## src/rtl/assert_macros.svh

```systemverilog
// Assertion macros used by the top RTL file of the oscillator.
`ifndef ASSERT_MACROS_SVH
`define ASSERT_MACROS_SVH

// Same-cycle implication, checked at every rising clock edge outside reset.
`define ASSERT_IMPLY(label, clk, rst, ante, cons, msg) \
   label: assert property (@(posedge clk) disable iff (rst) (ante) |-> (cons)) \
      else $error(msg);

// Next-cycle implication, checked at every rising clock edge outside reset.
`define ASSERT_NEXT(label, clk, rst, ante, cons, msg) \
   label: assert property (@(posedge clk) disable iff (rst) (ante) |=> (cons)) \
      else $error(msg);

`endif

```

## src/rtl/mepo_pkg.sv

```systemverilog
// Types, constants and the exponent step table of the multiphase oscillator.
package mepo_pkg;

   localparam int NUM_PHASES_DEF = 8;
   localparam int EXP_BITS       = 12;

   localparam logic [31:0]        HALF_CYCLE = 32'h8000_0000;
   localparam logic signed [19:0] PITCH_CAP  = 20'sd40960;
   localparam logic [15:0]        MAX16      = 16'hFFFF;
   localparam logic [30:0]        M_ONE      = 31'h4000_0000;

   localparam logic signed [16:0] BASE_PITCH_RST = -17'sd18432;
   localparam logic signed [16:0] CV_AMOUNT_RST  = 17'sd0;
   localparam logic [16:0]        SAW_LEVEL_RST  = 17'd65536;
   localparam logic [16:0]        TRI_LEVEL_RST  = 17'd65536;
   localparam logic [24:0]        UNIT_INC_RST   = 25'd97391;

   typedef enum logic [2:0] {
      CSR_BASE_PITCH = 3'd0,
      CSR_CV_AMOUNT  = 3'd1,
      CSR_SAW_LEVEL  = 3'd2,
      CSR_TRI_LEVEL  = 3'd3,
      CSR_UNIT_INC   = 3'd4
   } csr_index_type;

   typedef struct packed {
      logic signed [16:0] base_pitch;
      logic signed [16:0] cv_amount;
      logic [16:0]        saw_level;
      logic [16:0]        tri_level;
      logic [24:0]        unit_increment;
   } cfg_type;

   typedef struct packed {
      logic add;
      logic rotate;
   } cell_ctrl_type;

   typedef struct packed {
      logic        done;
      logic [31:0] inc;
   } inc_status_type;

   typedef enum logic [2:0] {
      INC_IDLE,
      INC_CV,
      INC_PITCH,
      INC_EXP,
      INC_SCALE,
      INC_SHIFT,
      INC_DONE
   } inc_state_type;

   typedef enum logic [1:0] {
      SEQ_IDLE,
      SEQ_CALC,
      SEQ_EMIT
   } seq_state_type;

   // Q30 factor 2^(2^b/4096) for each bit b of the pitch fraction.
   function automatic logic [30:0] exp_step(input logic [3:0] b);
      logic [30:0] v;
      case (b)
         4'd0:    v = 31'd1073923544;
         4'd1:    v = 31'd1074105294;
         4'd2:    v = 31'd1074468888;
         4'd3:    v = 31'd1075196443;
         4'd4:    v = 31'd1076653033;
         4'd5:    v = 31'd1079572136;
         4'd6:    v = 31'd1085434106;
         4'd7:    v = 31'd1097253708;
         4'd8:    v = 31'd1121280436;
         4'd9:    v = 31'd1170923762;
         4'd10:   v = 31'd1276901417;
         4'd11:   v = 31'd1518500250;
         default: v = M_ONE;
      endcase
      return v;
   endfunction

endpackage

```

## src/rtl/mepo_phase_cell.sv

```systemverilog
// One phase accumulator cell of the ring: adds the increment or takes its neighbor's phase.
module mepo_phase_cell #(
   parameter logic [31:0] RESET_PHASE = 32'h0
) (
   input  logic                   clock,
   input  logic                   reset,
   input  mepo_pkg::cell_ctrl_type ctrl,
   input  logic [31:0]            inc,
   input  logic [31:0]            neighbor_phase,
   output logic [31:0]            phase
);
   import mepo_pkg::*;

   logic [31:0] phase_ff;
   logic [31:0] phase_in;

   always_comb begin
      phase_in = phase_ff;
      if (ctrl.add) begin
         phase_in = phase_ff + inc;
      end else if (ctrl.rotate) begin
         phase_in = neighbor_phase;
      end
   end

   always_ff @(posedge clock) begin
      if (reset) begin
         phase_ff <= RESET_PHASE;
      end else begin
         phase_ff <= phase_in;
      end
   end

   assign phase = phase_ff;

endmodule

```

## config.mk

```make
export PLATFORM = sky130hd
export DESIGN_NAME = mepo_phase_cell
export DESIGN_NICKNAME = d
export VERILOG_FILES = /design/src/rtl/assert_macros.svh /design/src/rtl/mepo_pkg.sv /design/src/rtl/mepo_phase_cell.sv
export SDC_FILE = /design/constraint.sdc
export NUM_CORES = 1
export LEC_CHECK = 0
export ABC_AREA = 1
export ABC_CLOCK_PERIOD_IN_PS = 2300
export BUFFER_PORTS_ARGS = -buffer_cell sky130_fd_sc_hd__buf_2
export CAP_MARGIN = 15
export CORE_ASPECT_RATIO = 0.75
export CORE_UTILIZATION = 40
export DETAILED_ROUTE_END_ITERATION = 16
export GPL_TIMING_DRIVEN = 0
export PLACE_DENSITY_LB_ADDON = 0.05
export REMOVE_ABC_BUFFERS = 1
export SYNTH_ARGS = -nofsm -noshare
export SYNTH_HDL_FRONTEND = slang
export SYNTH_SLANG_ARGS = --single-unit
```

## constraint.sdc

```tcl
create_clock -name clock -period 2.3 [get_ports clock]
set_input_delay 0.575 -clock clock [delete_from_list [all_inputs] [get_ports clock]]
set_output_delay 0.575 -clock clock [all_outputs]
set_load 0.01 [all_outputs]
```

=== Word level (Yosys, flattened, before mapping) ===
Index checks and enable logic that the tools add are counted.

* Muxes and demuxes: 2
* Reduce and logical (&&, ||, !) cells: 1
* Add/subtract/negate cells: 1

{| class="wikitable"
|+ Operators by type and width
! cell !! number
|-
| 32-bit two-way mux || 2
|-
| 32-bit adder || 1
|-
| 2-bit nonzero test || 1
|}

* Output and inout bits: 32
* Bits of input ports: 68
* Word-level logic and storage cells: 5
* Register bits: 32

=== Logic depth before layout (Yosys ltp) ===
* Depth after elaboration: 2
* Mapped depth: 13
* Mapped depth without buffers: 13

=== Least setup slack after synthesis ===
OpenSTA, ideal clock, no wires.

* Path type: input to register
* From: input port inc[0]
* To: register phase_ff[24], in the netlist phase[24]
* Path slack: 0.203 ns
* Data required time: 2.169 ns
* Data arrival time: 1.966 ns
* Library setup time: 0.131 ns
* Stages on the path: 12
* Path buffers: 0
* Cell sequence: ha_1 > fa_1 > nand3_1 > nand3_1 > nand2_1 > nand2_1 > nand3_1 > nand3_1 > nand2_1 > nand3_1 > nand2_1 > a21oi_2

* Cells in the longest elaborated chain, start to end: 2

{| class="wikitable"
|+ Ends and longest elaborated chain
! what !! line !! RTL
|-
| start: declaration || mepo_phase_cell.sv:8 || <nowiki>input logic [31:0] inc,</nowiki>
|-
| 32-bit adder || mepo_phase_cell.sv:20 || <nowiki>phase_in = phase_ff + inc;</nowiki>
|-
| 32-bit two-way mux || mepo_phase_cell.sv:19 || <nowiki>if (ctrl.add) begin</nowiki>
|-
| end signal: assignment || mepo_phase_cell.sv:30 || <nowiki>phase_ff <= phase_in;</nowiki>
|-
| end: declaration || mepo_phase_cell.sv:14 || <nowiki>logic [31:0] phase_ff;</nowiki>
|}

Every way passes these cells.
A chain may end at the register's enable or synchronous reset.

=== Worst setup path after layout ===
Same ends and word-level chain as after synthesis.

==> impl_metrics.yaml <==
clock_network:
  htree_levels: 2
  cts.sink_count: 32
  clock_latency_ns: 0.29
  cts_tree: "yes"
  ctsLongestPathBuffers: 2
  cts_buffers: 5
  cts_root_buf: "clkbuf_16"
  clk_pin_slew_ns: 0.06
  postCtsHoldBufs: 0
placed_design:
  dp_slack_ns: -0.368
  port_buffers: 99
  dpl.hpwl_um: 9530
  gp_congestion: 0.934
  placed_cells: 922
die:
  die_w_um: 116
  start_util_pct: 42.0
  core_um2: 9230
  dieArea_um2: 10100
  die_h_um: 87.3
  io_pins: 100
  num_rows: 30
global_route:
  grt_max_degree: 30
  grt.busiest_layer: "met1"
  grt_pass1_wl_um: 18700
  use_met3_pct: 3.76
  use_met1_pct: 38.2
  overflow: 0
  use_met2_pct: 33.9
  antenna_found_initial: 0
  grtUsageTotal_pct: 24.1
  grt_pass1_vias: 3807
setup_path:
  reg2reg_to: "phase[24]$_SDFFE_PP0P_"
  crit_type: "in2reg"
  start_kind: "primary input"
  arrival_ns: 2.33
  reg2reg_from: "phase[0]$_SDFFE_PP0P_"
  cp-end-kind: "flip-flop"
  cp_max_fo: 4
  cp.required_ns: 2.44
  r2r_cells: 12
  rrSetupSlack_ns: 0.19
power:
  leakage_nw: 2.86
  p_total_w: 0.00257
  cellPowerDensity_nw_per_um2: 548
  ir_drop_uv: 244
cells_and_area:
  stdcell_count: 932
  layout.nets: 903
  drive_gt1_share_pct: 19.2
  final_common_cell: "nand2_1"
  fill_cells: 1055
  antenna_cells: 0
  largest_reg_flops: 32
  final_cell_mix: "nand2_1, inv_1, buf_2, nand3_1, a21oi_1"
  area_growth_pct: 20.8
hold_path:
  hold_depth: 2
  min_from: "phase[11]$_SDFFE_PP0P_"
  hold-path-endpoint: "phase[11]$_SDFFE_PP0P_"
  holdCritPathClass: "reg2reg"
status:
  status: "finished clean"
sta:
  timing.slew.headroom_pct: 50.5
  setup_viol: 0
  holdWs_ns: 0.486
  worstMarginPinSlew_ns: 0.741
  grt_setup_unrepaired: "false"
  fin_crit_ns: 2.18
  hold_viol_final: 0
  slew_violations: 0
  period_share_pct: 94.8
  maxClockFrequency_mhz: 459
  setup_ws_ns: 0.119
  skew_ns: 0.00618
drt:
  viasPerCell: 4.66
  detail-route-antenna-nets: 0
  drcViolationCount: 0
  vias: 4345
  post_drt_wl_per_cell_um: 12.6
  drtPass1Iterations: 4
  drtIter0Drc: 244
  wirelength_um: 11800
synthesis:
  netlist_instances: 708
  ys_seq_area_share_pct: 16.5
  synth_area_per_cell_um2: 5.48
  yosysWarnings: 0
  yosysUniqueCellTypes: 31
  synth_edf_count: 0
  ys_async_sr_fraction_pct: 0
  netlist_area_um2: 3880
  ys_seq_elements: 32
  synth-main-ff-cell: "dfxtp_1"
flow_run:
  maxCapViolations: 0
worst max path at each step:
| stage | startpoint | endpoint | slack, ns |
|---|---|---|---|
| 3_3_place_gp | ctrl[1] | phase[3]$_SDFFE_PP0P_ | -0.49 |
| 3_5_place_dp | inc[0] | phase[24]$_SDFFE_PP0P_ | -0.37 |
| 2_1_floorplan | inc[0] | phase[12]$_SDFFE_PP0P_ | 0.22 |
| 6_report | inc[0] | phase[24]$_SDFFE_PP0P_ | 0.12 |
| 4_1_cts | inc[0] | phase[24]$_SDFFE_PP0P_ | 0.03 |
| 5_1_grt | inc[0] | phase[24]$_SDFFE_PP0P_ | 0.008 |
cell usage after synthesis (all sizes together) (3+ instances only):
| cell | n | area [µm²] |
|---|---|---|
| nand2 | 316 | 1230 |
| inv | 119 | 447 |
| nand3 | 55 | 310 |
| a21oi | 48 | 267 |
| nor2 | 44 | 188 |
| dfxtp | 32 | 641 |
| ha | 31 | 388 |
| o21ai | 16 | 80.1 |
| xor2 | 14 | 123 |
| clkbuf | 10 | 37.5 |
| buf | 5 | 23.8 |
| nand4 | 3 | 18.8 |
| o21bai | 3 | 26.3 |
worst max-delay path, cell delays in order:
cell	delay, ns
buf_2	0.10
ha_2	0.21
fa_2	0.41
nand3_1	0.12
nand3_2	0.13
nand2_1	0.09
nand2_1	0.11
nand3_1	0.12
nand3_1	0.08
nand2_1	0.06
nand3_1	0.13
nand2_1	0.13
a21oi_2	0.05
cell families (layout without fill, tap and decap cells):
kind of cell / Yosys count / after routing / synth area share [%]
fa+ha+maj: 32 / 32 / 10.5
simple gates: 423 / 423 / 46.0
xor+xnor: 15 / 15 / 3.39
buf+inv: 135 / 231 / 13.2
compound gates: 71 / 71 / 10.4
flops: 32 / 32 / 16.5
per-layer routing:
| layer | vias to the layer above | wire length (µm) |
|---|---|---|
| met2 | 125 | 4430 |
| met4 | 0 | 68 |
| li1 | 2359 | - |
| met5 | - | 0 |
| met1 | 1855 | 6440 |
| met3 | 6 | 822 |
layout make-up:
| type | instances | area (µm²) | area share [%] |
|---|---|---|---|
| multi-input cells | 541 | 2740 | 58.4 |
| flip-flops and latches | 32 | 641 | 13.7 |
| repair buffers | 103 | 553 | 11.8 |
| well taps | 128 | 160 | 3.42 |
| inverters | 120 | 450 | 9.61 |
| clock buffers | 8 | 146 | 3.12 |
power breakdown:
group          internal [W]  switching (W)  total, W
logic              0.000445       0.000754   0.00120
registers          0.000618      0.0000488  0.000667
clock network      0.000433       0.000269  0.000702
total               0.00150        0.00107   0.00257
what timing repair did:
item                       in CTS  in global routing
setup endpoints to repair       1                  4
pin swaps                       0                  1
gates resized for setup         1                  2
buffers inserted                0                  2
metrics by stage:
step,area (µm²),TNS [ns],util [%]
after floorplan,3820,0,-
after global placement,4480,-5.75,48.5
after detailed placement,4520,-1.84,48.9
after CTS,4670,0,50.5
after global routing,4690,0,50.8
final,4690,0,50.8
(Power assumes the default switching activity.)
